<file path="config.mk">
export PLATFORM = sky130hd
export DESIGN_NAME = led_matrix_scan_controller_flat
export DESIGN_NICKNAME = d
export VERILOG_FILES = /design/src/rtl/lmsc_pkg.sv /design/src/rtl/lmsc_in_if.sv /design/src/rtl/lmsc_out_if.sv /design/src/rtl/lmsc_frame.sv /design/src/rtl/lmsc_scan.sv /design/src/rtl/led_matrix_scan_controller.sv /design/src/flat_wrapper.sv
export SDC_FILE = /design/constraint.sdc
export NUM_CORES = 1
export LEC_CHECK = 0
export ABC_AREA = 0
export BUFFER_PORTS_ARGS = -buffer_cell sky130_fd_sc_hd__buf_4
export CAP_MARGIN = 40
export CORE_ASPECT_RATIO = 0.8
export CORE_UTILIZATION = 28
export DETAILED_ROUTE_END_ITERATION = 10
export PLACE_DENSITY_LB_ADDON = 0.1
export SYNTH_ARGS = -nofsm -noshare
export SYNTH_HDL_FRONTEND = slang
export SYNTH_SLANG_ARGS = --single-unit
</file>
<file path="constraint.sdc">
create_clock -name clk -period 1.9 [get_ports clk]
set_input_delay 0.19 -clock clk [delete_from_list [all_inputs] [get_ports clk]]
set_output_delay 0.19 -clock clk [all_outputs]
set_load 0.005 [all_outputs]
</file>
<file path="src/rtl/lmsc_pkg.sv">
// lmsc_pkg: shared types and constants for the LED matrix scan controller.
// No dependencies; compiled first.
package lmsc_pkg;

	localparam int OP_W        = 3;
	localparam int COORD_W     = 3;
	localparam int LOAD_W      = 5;
	localparam int LOAD_INPUTS = 5;
	localparam int ACT_W       = 3;
	localparam int DRIVE_W     = 5;

	localparam logic [OP_W-1:0] OP_TICK  = 3'd0;
	localparam logic [OP_W-1:0] OP_LOAD  = 3'd1;
	localparam logic [OP_W-1:0] OP_CLEAR = 3'd2;
	localparam logic [OP_W-1:0] OP_PIXEL = 3'd3;
	localparam logic [OP_W-1:0] OP_SHR   = 3'd4;
	localparam logic [OP_W-1:0] OP_SHL   = 3'd5;

	// One registered request, as seen by the frame store.
	typedef struct packed {
		logic                                  en;
		logic [OP_W-1:0]                       operation;
		logic [COORD_W-1:0]                    pixel_x;
		logic [COORD_W-1:0]                    pixel_y;
		logic                                  pixel_on;
		logic [LOAD_INPUTS-1:0][LOAD_W-1:0]    load_rows;
	} frame_cmd_t;

	// Top level to scan stage.
	typedef struct packed {
		logic tick_go;
	} scan_ctl_t;

	// Scan stage to top level.
	typedef struct packed {
		logic out_free;
	} scan_sts_t;

endpackage

</file>
<file path="src/rtl/lmsc_in_if.sv">
// lmsc_in_if: request channel (valid/ready plus operation payload).
// Depends on lmsc_pkg.
interface lmsc_in_if import lmsc_pkg::*; ();
	logic               valid;
	logic               ready;
	logic [OP_W-1:0]    operation;
	logic [COORD_W-1:0] pixel_x;
	logic [COORD_W-1:0] pixel_y;
	logic               pixel_on;
	logic [LOAD_W-1:0]  load_row_0;
	logic [LOAD_W-1:0]  load_row_1;
	logic [LOAD_W-1:0]  load_row_2;
	logic [LOAD_W-1:0]  load_row_3;
	logic [LOAD_W-1:0]  load_row_4;

	modport source (
		output valid, operation, pixel_x, pixel_y, pixel_on,
		output load_row_0, load_row_1, load_row_2, load_row_3, load_row_4,
		input  ready
	);
	modport sink (
		input  valid, operation, pixel_x, pixel_y, pixel_on,
		input  load_row_0, load_row_1, load_row_2, load_row_3, load_row_4,
		output ready
	);
endinterface

</file>
<file path="src/rtl/lmsc_out_if.sv">
// lmsc_out_if: result channel (valid/ready plus row and column drive).
// Depends on lmsc_pkg.
interface lmsc_out_if import lmsc_pkg::*; ();
	logic               valid;
	logic               ready;
	logic [ACT_W-1:0]   active_row;
	logic [DRIVE_W-1:0] row_drive;
	logic [DRIVE_W-1:0] column_drive_low;

	modport source (
		output valid, active_row, row_drive, column_drive_low,
		input  ready
	);
	modport sink (
		input  valid, active_row, row_drive, column_drive_low,
		output ready
	);
endinterface

</file>
<file path="src/rtl/lmsc_frame.sv">
// lmsc_frame: frame register file, ROW_COUNT rows of COLUMN_COUNT bits.
// Applies load/clear/pixel/shift commands; one read port for the scan stage.
// Depends on lmsc_pkg.
module lmsc_frame import lmsc_pkg::*; #(
	parameter int ROW_COUNT    = 5,
	parameter int COLUMN_COUNT = 5,
	parameter int ROW_W        = $clog2(ROW_COUNT)
) (
	input  logic                    clk,
	input  logic                    arst_n,
	input  frame_cmd_t              cmd,
	input  logic [ROW_W-1:0]        rd_idx,
	output logic [COLUMN_COUNT-1:0] rd_row
);

	logic [COLUMN_COUNT-1:0] rows_q [ROW_COUNT];
	logic [COLUMN_COUNT-1:0] rows_d [ROW_COUNT];
	logic [COLUMN_COUNT-1:0] pix_mask;
	logic                    px_ok;

	// Column c of a row is bit COLUMN_COUNT-1-c.
	always_comb begin
		px_ok = (32'(cmd.pixel_x) < COLUMN_COUNT);
		for (int b = 0; b < COLUMN_COUNT; b++) begin
			pix_mask[b] = px_ok && (32'(cmd.pixel_x) == COLUMN_COUNT - 1 - b);
		end
	end

	always_comb begin
		for (int r = 0; r < ROW_COUNT; r++) begin
			rows_d[r] = rows_q[r];
			case (cmd.operation)
				OP_LOAD: begin
					if (r < LOAD_INPUTS) begin
						rows_d[r] = COLUMN_COUNT'(cmd.load_rows[r[2:0]]);
					end else begin
						rows_d[r] = '0;
					end
				end
				OP_CLEAR: rows_d[r] = '0;
				OP_PIXEL: begin
					if (32'(cmd.pixel_y) == r) begin
						rows_d[r] = cmd.pixel_on ? (rows_q[r] | pix_mask)
						                         : (rows_q[r] & ~pix_mask);
					end
				end
				OP_SHR:  rows_d[r] = rows_q[r] >> 1;
				OP_SHL:  rows_d[r] = rows_q[r] << 1;
				default: rows_d[r] = rows_q[r];
			endcase
		end
	end

	always_ff @(posedge clk or negedge arst_n) begin
		if (!arst_n) begin
			for (int r = 0; r < ROW_COUNT; r++) rows_q[r] <= '0;
		end else if (cmd.en) begin
			for (int r = 0; r < ROW_COUNT; r++) rows_q[r] <= rows_d[r];
		end
	end

	assign rd_row = rows_q[rd_idx];

endmodule

</file>
<file path="src/rtl/lmsc_scan.sv">
// lmsc_scan: row scan counter and result register.
// Builds row/column drive for the next row on each tick. Depends on lmsc_pkg, lmsc_out_if.
module lmsc_scan import lmsc_pkg::*; #(
	parameter int ROW_COUNT    = 5,
	parameter int COLUMN_COUNT = 5,
	parameter int ROW_W        = $clog2(ROW_COUNT)
) (
	input  logic                    clk,
	input  logic                    arst_n,
	input  scan_ctl_t               ctl,
	output scan_sts_t               sts,
	output logic [ROW_W-1:0]        rd_idx,
	input  logic [COLUMN_COUNT-1:0] rd_row,
	lmsc_out_if.source              result
);

	logic [ROW_W-1:0]   scan_row_q;
	logic [ROW_W-1:0]   scan_nxt;
	logic [31:0]        nxt_wide;
	logic [DRIVE_W-1:0] row_drv;
	logic [DRIVE_W-1:0] col_drv;
	logic               valid_q;
	logic [ACT_W-1:0]   active_row_q;
	logic [DRIVE_W-1:0] row_drive_q;
	logic [DRIVE_W-1:0] column_drive_low_q;

	assign scan_nxt = (32'(scan_row_q) == ROW_COUNT - 1) ? '0 : scan_row_q + 1'b1;
	assign nxt_wide = 32'(scan_nxt);
	assign rd_idx   = scan_nxt;

	always_comb begin
		for (int b = 0; b < DRIVE_W; b++) row_drv[b] = (nxt_wide == b);
	end

	// Columns past the matrix width stay dark.
	for (genvar i = 0; i < DRIVE_W; i++) begin : g_col
		if (i < COLUMN_COUNT) begin : g_live
			assign col_drv[i] = ~rd_row[COLUMN_COUNT-1-i];
		end else begin : g_dark
			assign col_drv[i] = 1'b1;
		end
	end

	assign sts.out_free = !valid_q || result.ready;

	always_ff @(posedge clk or negedge arst_n) begin
		if (!arst_n) begin
			scan_row_q <= '0;
			valid_q    <= 1'b0;
		end else begin
			if (ctl.tick_go) begin
				scan_row_q <= scan_nxt;
				valid_q    <= 1'b1;
			end else if (result.ready) begin
				valid_q    <= 1'b0;
			end
		end
	end

	always_ff @(posedge clk) begin
		if (ctl.tick_go) begin
			active_row_q       <= nxt_wide[ACT_W-1:0];
			row_drive_q        <= row_drv;
			column_drive_low_q <= col_drv;
		end
	end

	assign result.valid            = valid_q;
	assign result.active_row       = active_row_q;
	assign result.row_drive        = row_drive_q;
	assign result.column_drive_low = column_drive_low_q;

	a_row_range: assert property (@(posedge clk) disable iff (!arst_n)
		32'(scan_row_q) < ROW_COUNT)
		else $error("scan row out of range");

	a_tick_no_overwrite: assert property (@(posedge clk) disable iff (!arst_n)
		ctl.tick_go |-> sts.out_free)
		else $error("tick issued while result register held");

	a_tick_result: assert property (@(posedge clk) disable iff (!arst_n)
		ctl.tick_go |=> valid_q && $onehot0(row_drive_q)
		&& (32'(scan_row_q) == 32'(active_row_q) || ROW_W > ACT_W))
		else $error("tick result inconsistent with scan row");

endmodule

</file>
<file path="src/rtl/led_matrix_scan_controller.sv">
// led_matrix_scan_controller: top level of the 5x5 LED matrix row scan controller.
// Depends on lmsc_pkg, lmsc_in_if, lmsc_out_if, lmsc_frame, lmsc_scan.
//
//  channel  | dir | handshake     | payload
//  ---------+-----+---------------+-----------------------------------------------
//  request  | in  | valid / ready | operation, pixel_x/y, pixel_on, load_row_0..4
//  result   | out | valid / ready | active_row, row_drive, column_drive_low
//
// Each request is registered (stage 1) and applied to the frame and scan counter
// as it leaves stage 1, and a tick's result is then registered in the result
// register; one request is taken every cycle while no tick waits in stage 1.
// A tick in stage 1 waits only while the result register is full and not being
// taken; other operations never wait. Reset (arst_n, async) clears the frame,
// the scan row and all valid bits; the first tick drives row 1.
module led_matrix_scan_controller import lmsc_pkg::*; #(
	parameter int ROW_COUNT    = 5,
	parameter int COLUMN_COUNT = 5
) (
	input  logic       clk,
	input  logic       arst_n,
	lmsc_in_if.sink    request,
	lmsc_out_if.source result
);

	localparam int ROW_W = $clog2(ROW_COUNT);

	// Stage 1: registered request.
	logic                                valid_s1;
	logic [OP_W-1:0]                     operation_s1;
	logic [COORD_W-1:0]                  pixel_x_s1;
	logic [COORD_W-1:0]                  pixel_y_s1;
	logic                                pixel_on_s1;
	logic [LOAD_INPUTS-1:0][LOAD_W-1:0]  load_rows_s1;

	logic                    is_tick;
	logic                    advance;
	frame_cmd_t              fcmd;
	scan_ctl_t               sctl;
	scan_sts_t               ssts;
	logic [ROW_W-1:0]        rd_idx;
	logic [COLUMN_COUNT-1:0] rd_row;

	assign is_tick       = (operation_s1 == OP_TICK);
	// A tick only moves on when its result has a place to go.
	assign advance       = valid_s1 && (!is_tick || ssts.out_free);
	assign request.ready = !valid_s1 || advance;

	always_ff @(posedge clk or negedge arst_n) begin
		if (!arst_n) begin
			valid_s1 <= 1'b0;
		end else if (request.ready) begin
			valid_s1 <= request.valid;
		end
	end

	always_ff @(posedge clk) begin
		if (request.ready && request.valid) begin
			operation_s1    <= request.operation;
			pixel_x_s1      <= request.pixel_x;
			pixel_y_s1      <= request.pixel_y;
			pixel_on_s1     <= request.pixel_on;
			load_rows_s1[0] <= request.load_row_0;
			load_rows_s1[1] <= request.load_row_1;
			load_rows_s1[2] <= request.load_row_2;
			load_rows_s1[3] <= request.load_row_3;
			load_rows_s1[4] <= request.load_row_4;
		end
	end

	// Frame sees every advancing request; ticks and unused codes leave it alone.
	assign fcmd.en        = advance;
	assign fcmd.operation = operation_s1;
	assign fcmd.pixel_x   = pixel_x_s1;
	assign fcmd.pixel_y   = pixel_y_s1;
	assign fcmd.pixel_on  = pixel_on_s1;
	assign fcmd.load_rows = load_rows_s1;

	assign sctl.tick_go = advance && is_tick;

	lmsc_frame #(
		.ROW_COUNT    (ROW_COUNT),
		.COLUMN_COUNT (COLUMN_COUNT),
		.ROW_W        (ROW_W)
	) u_frame (
		.clk    (clk),
		.arst_n (arst_n),
		.cmd    (fcmd),
		.rd_idx (rd_idx),
		.rd_row (rd_row)
	);

	lmsc_scan #(
		.ROW_COUNT    (ROW_COUNT),
		.COLUMN_COUNT (COLUMN_COUNT),
		.ROW_W        (ROW_W)
	) u_scan (
		.clk    (clk),
		.arst_n (arst_n),
		.ctl    (sctl),
		.sts    (ssts),
		.rd_idx (rd_idx),
		.rd_row (rd_row),
		.result (result)
	);

endmodule
</file>
<file path="src/flat_wrapper.sv">
// flat-port wrapper written by rule: the top's interface ports become plain ports
module led_matrix_scan_controller_flat import lmsc_pkg::*;
#(
	parameter int ROW_COUNT    = 5,
	parameter int COLUMN_COUNT = 5
)
  (clk, arst_n, request_valid, request_operation, request_pixel_x, request_pixel_y, request_pixel_on, request_load_row_0, request_load_row_1, request_load_row_2, request_load_row_3, request_load_row_4, request_ready, result_valid, result_active_row, result_row_drive, result_column_drive_low, result_ready);
  lmsc_in_if request_i ();
  lmsc_out_if result_i ();
  input  logic clk;
  input  logic arst_n;
  input wire logic [$bits(request_i.valid)-1:0] request_valid;
  input wire logic [$bits(request_i.operation)-1:0] request_operation;
  input wire logic [$bits(request_i.pixel_x)-1:0] request_pixel_x;
  input wire logic [$bits(request_i.pixel_y)-1:0] request_pixel_y;
  input wire logic [$bits(request_i.pixel_on)-1:0] request_pixel_on;
  input wire logic [$bits(request_i.load_row_0)-1:0] request_load_row_0;
  input wire logic [$bits(request_i.load_row_1)-1:0] request_load_row_1;
  input wire logic [$bits(request_i.load_row_2)-1:0] request_load_row_2;
  input wire logic [$bits(request_i.load_row_3)-1:0] request_load_row_3;
  input wire logic [$bits(request_i.load_row_4)-1:0] request_load_row_4;
  output wire logic [$bits(request_i.ready)-1:0] request_ready;
  output wire logic [$bits(result_i.valid)-1:0] result_valid;
  output wire logic [$bits(result_i.active_row)-1:0] result_active_row;
  output wire logic [$bits(result_i.row_drive)-1:0] result_row_drive;
  output wire logic [$bits(result_i.column_drive_low)-1:0] result_column_drive_low;
  input wire logic [$bits(result_i.ready)-1:0] result_ready;
  assign request_i.valid = request_valid;
  assign request_i.operation = request_operation;
  assign request_i.pixel_x = request_pixel_x;
  assign request_i.pixel_y = request_pixel_y;
  assign request_i.pixel_on = request_pixel_on;
  assign request_i.load_row_0 = request_load_row_0;
  assign request_i.load_row_1 = request_load_row_1;
  assign request_i.load_row_2 = request_load_row_2;
  assign request_i.load_row_3 = request_load_row_3;
  assign request_i.load_row_4 = request_load_row_4;
  assign request_ready = request_i.ready;
  assign result_valid = result_i.valid;
  assign result_active_row = result_i.active_row;
  assign result_row_drive = result_i.row_drive;
  assign result_column_drive_low = result_i.column_drive_low;
  assign result_i.ready = result_ready;
  led_matrix_scan_controller #(.ROW_COUNT(ROW_COUNT), .COLUMN_COUNT(COLUMN_COUNT)) u_core (.clk(clk), .arst_n(arst_n), .request(request_i), .result(result_i));
endmodule
</file>
==> qor.csv <==
stage,metric,value,unit
finish,fin_cells,581,
sta,max-slew-margin-rel,69.56,%
logic_synthesis,netlist.area_leader.share,36.75,%
power,vdd_ir_drop_max,0.0004655,V
routing,wl_met3,478,um
floorplan,core,0.01360,sq mm
logic_synthesis,synth.yosys.seq_area_share,55.89,%
placed_design,dp_cells,564,
finish,final_nets,439,
sta,setup_viol,0,
setup_path,startpoint_type,register,
finish,n_antenna_cell,0,
sta,rsz0062_at_grt,false,
global_routing,antenna_found_initial,0,
routing,drc,0,
routing,firstDrtPassIters,4,
setup_path,crit_path_max_fanout,6,
finish,area_growth,26.99,%
routing,vias,2857,
clocking,cts_tree,done,
sta,post-route-period-util,94.18,%
setup_path,path_class,register to output pin,
finish,multi_input_area,0.001640,sq mm
logic_synthesis,syn_area,0.003923,sq mm
sta,hold_viol,0,
clocking,ctsLongestPathBuffers,2,
placed_design,routabilityCongestion,0.8004,
routing,vias_per_cell,4.917,
logic_synthesis,synthArstFlopShare,38.46,%
floorplan,die_w,134.3,um
placed_design,hpwl,7219,um
routing,routedWlPerCell,17.27,um
sta,skew,8.852,ps
global_routing,grt_pass1_wl,16070,um
logic_synthesis,synthFlopType,edfxtp_1,
setup_path,cp.arrival,1600,ps
status,run_status,completed,
logic_synthesis,yosysWarnings,0,
sta,fin_crit,1789,ps
routing,wl_met1,5044,um
routing,highest_layer,met4,
floorplan,die_area,0.01449,sq mm
power,internal_power,0.003786,W
job,cap_viol_max_count,0,
setup_path,end_kind,output pin,
global_routing,grt_start_max_net_pins,31,
floorplan,ios,54,
finish,fillers,1409,
routing,wl_met2,4406,um
routing,postRouteAntennaNets,0,
floorplan,die_h,107.9,um
logic_synthesis,yosys-top-cells-count,"o21ai_0, edfxtp_1, nor2_1, dfrtp_1, a21oi_1",
clocking,insertion_delay,340,ps
placed_design,numPortBuffers,53,
logic_synthesis,synth_nets,370,
routing,drt_iter0_drc,174,
sta,worstMarginPinSlew,456.6,ps
clocking,cts_buffers,9,
sta,max_freq,0.5589,GHz
power,p_sw,0.001483,W
logic_synthesis,ys_top_cells_by_area,"edfxtp_1, dfrtp_1, o21ai_0",
power,swShare,28.14,%
logic_synthesis,synth_area_leader_cell,edfxtp_1,
clocking,clkTransAtPathRegs,60,ps
global_routing,grt.total_usage,14.82,%
global_routing,overflow,0,
sta,slew_violations,0,
routing,wirelength,10030,um
power,power_density,1058,mW/mm^2
floorplan,start_util,28.85,%
logic_synthesis,ys_types,42,
power,power.share.clock,30.8,%
global_routing,grt_pass1_vias,2878,
logic_synthesis,synth_edf_count,48,
logic_synthesis,netlist_instances,327,
power,p_comb_share,25.5,%
clocking,root_buffer,clkbuf_16,
sta,final.setup.tns,0,ps
clocking,clock_sinks,78,
power,leakage,1.944,nW
finish,ff_latch_area,0.002192,sq mm
power,seq_power_share,43.6,%
logic_synthesis,yosysMostFrequentCell,o21ai_0,
logic_synthesis,syn_avg_cell_area,12.00,sq um
floorplan,rows,38,
finish,drive_gt1_share,30.42,%
worst_hold_path,hold_path.class,input pin to register,
logic_synthesis,ys_seq_elements,78,
clocking,h-tree-depth,3,
setup_path,worstPathRequired,1710,ps
[area by class of cell]
type                            instances  area share [%]
Sequential cell                        78           44.01
Timing Repair Buffer                   76           12.51
Clock buffer                           16           5.652
Inverter                                5          0.3768
Tap cell                              180           4.521
Multi-Input combinational cell        226           32.93
[cell families after synthesis]
kind of cell / Yosys count / synth area share [%]
AO/OA/AOI/OAI: 117 / 20.22
AND/OR/NAND/NOR: 84 / 12.22
flip-flops: 78 / 55.89
buffers and inverters: 23 / 2.998
multiplexers: 20 / 7.177
adder cells (fa/ha/maj): 4 / 1.276
XOR/XNOR: 1 / 0.2233
[worst max-delay path, cell delays in order (launching register included)]
cell	delay [ps]
edfxtp_1	500
nor4b_2	250
buf_4	180
nand2b_1	70
buf_4	140
buf_4	120
[state kept, by name, indices dropped and copies added, names as in the netlist]
name and flops:
u_core.operation_s1 3, u_core.pixel_x_s1 3, u_core.pixel_on_s1 1, u_core.pixel_y_s1 3
u_core.fcmd 25, u_core.u_scan.result.valid 1, u_core.u_scan.result.column_drive_low 5, u_core.u_scan.result.active_row 3
u_core.valid_s1 1, u_core.u_scan.result.row_drive 5, u_core.u_scan.scan_row_q 3, u_core.u_frame.rows_q 25
[worst paths after layout]
path                            cells past startpoint  slack, ps                    from                         to
worst max-delay path                                5        110  u_core.operation_s1[2]              request_ready
worst min-delay path                                1         30   request_load_row_1[4]             u_core.fcmd[9]
worst max register to register                      4        150  u_core.operation_s1[2]   u_core.u_frame.rows_q[6]
worst min register to register                      2        560          u_core.fcmd[5]  u_core.u_frame.rows_q[15]
max in group asynchronous                           2       1230                  arst_n   u_core.u_frame.rows_q[1]
min in group asynchronous                           2        340                  arst_n  u_core.u_frame.rows_q[23]
[power groups by stage]
stage	clock, W	sequential, W	combinational (W)
after floorplan	0	0.00222	0.000889
after global placement	0	0.00234	0.00125
after detailed placement	0	0.00233	0.00128
after CTS	0.00168	0.00229	0.00130
after global routing	0.00172	0.00233	0.00151
final	0.00163	0.00230	0.00135
[cells in the final DEF (no fill, tap or decap), types with 5 or more instances in the layout]
cell	synthesis	layout
a21oi_1	21	21
a22o_1	15	15
a22oi_1	5	5
a311oi_1	5	5
buf_4	3	71
clkbuf_16	0	9
dfrtp_1	30	30
edfxtp_1	48	48
inv_1	5	5
mux2_2	15	15
mux4_2	5	5
nand2b_1	12	12
nand3_1	8	8
nor2_1	33	33
nor2b_1	5	5
o211ai_4	5	5
o21a_1	6	6
o21ai_0	50	50
o22ai_1	5	5
[metrics by stage]
| step | hold WS [ps] | total power [W] | util [%] | instance area [sq um] | worst slack [ps] |
|---|---|---|---|---|---|
| 4_1_cts | 14.95 | 0.005280 | 36.48 | 4961 | 19.35 |
| 3_5_place_dp | 171.2 | 0.003607 | 34.29 | 4663 | -37.14 |
| 6_report | 27.74 | 0.005269 | 36.63 | 4981 | 110.7 |
| 3_3_place_gp | 168.9 | 0.003586 | 34.29 | 4663 | 84.09 |
| 5_1_grt | 19.42 | 0.005555 | 36.63 | 4981 | 13.17 |
| 2_1_floorplan | -105.6 | 0.003114 | - | 3925 | 40.01 |
[what timing repair did]
action,in CTS,in global routing
pin swaps,0,1
hold buffers,1,0
endpoints found under the setup margin,4,5
endpoints found under the hold margin,30,0
resized for setup,1,3
buffers inserted,0,0
[routing by layer]
metal	vias up	track usage [%]
li1	1383	-
met1	1383	21.11
met2	81	22.50
met3	10	3.390
met4	0	3.852
met5	-	0
No activity file was read; power rests on OpenSTA's default activity.
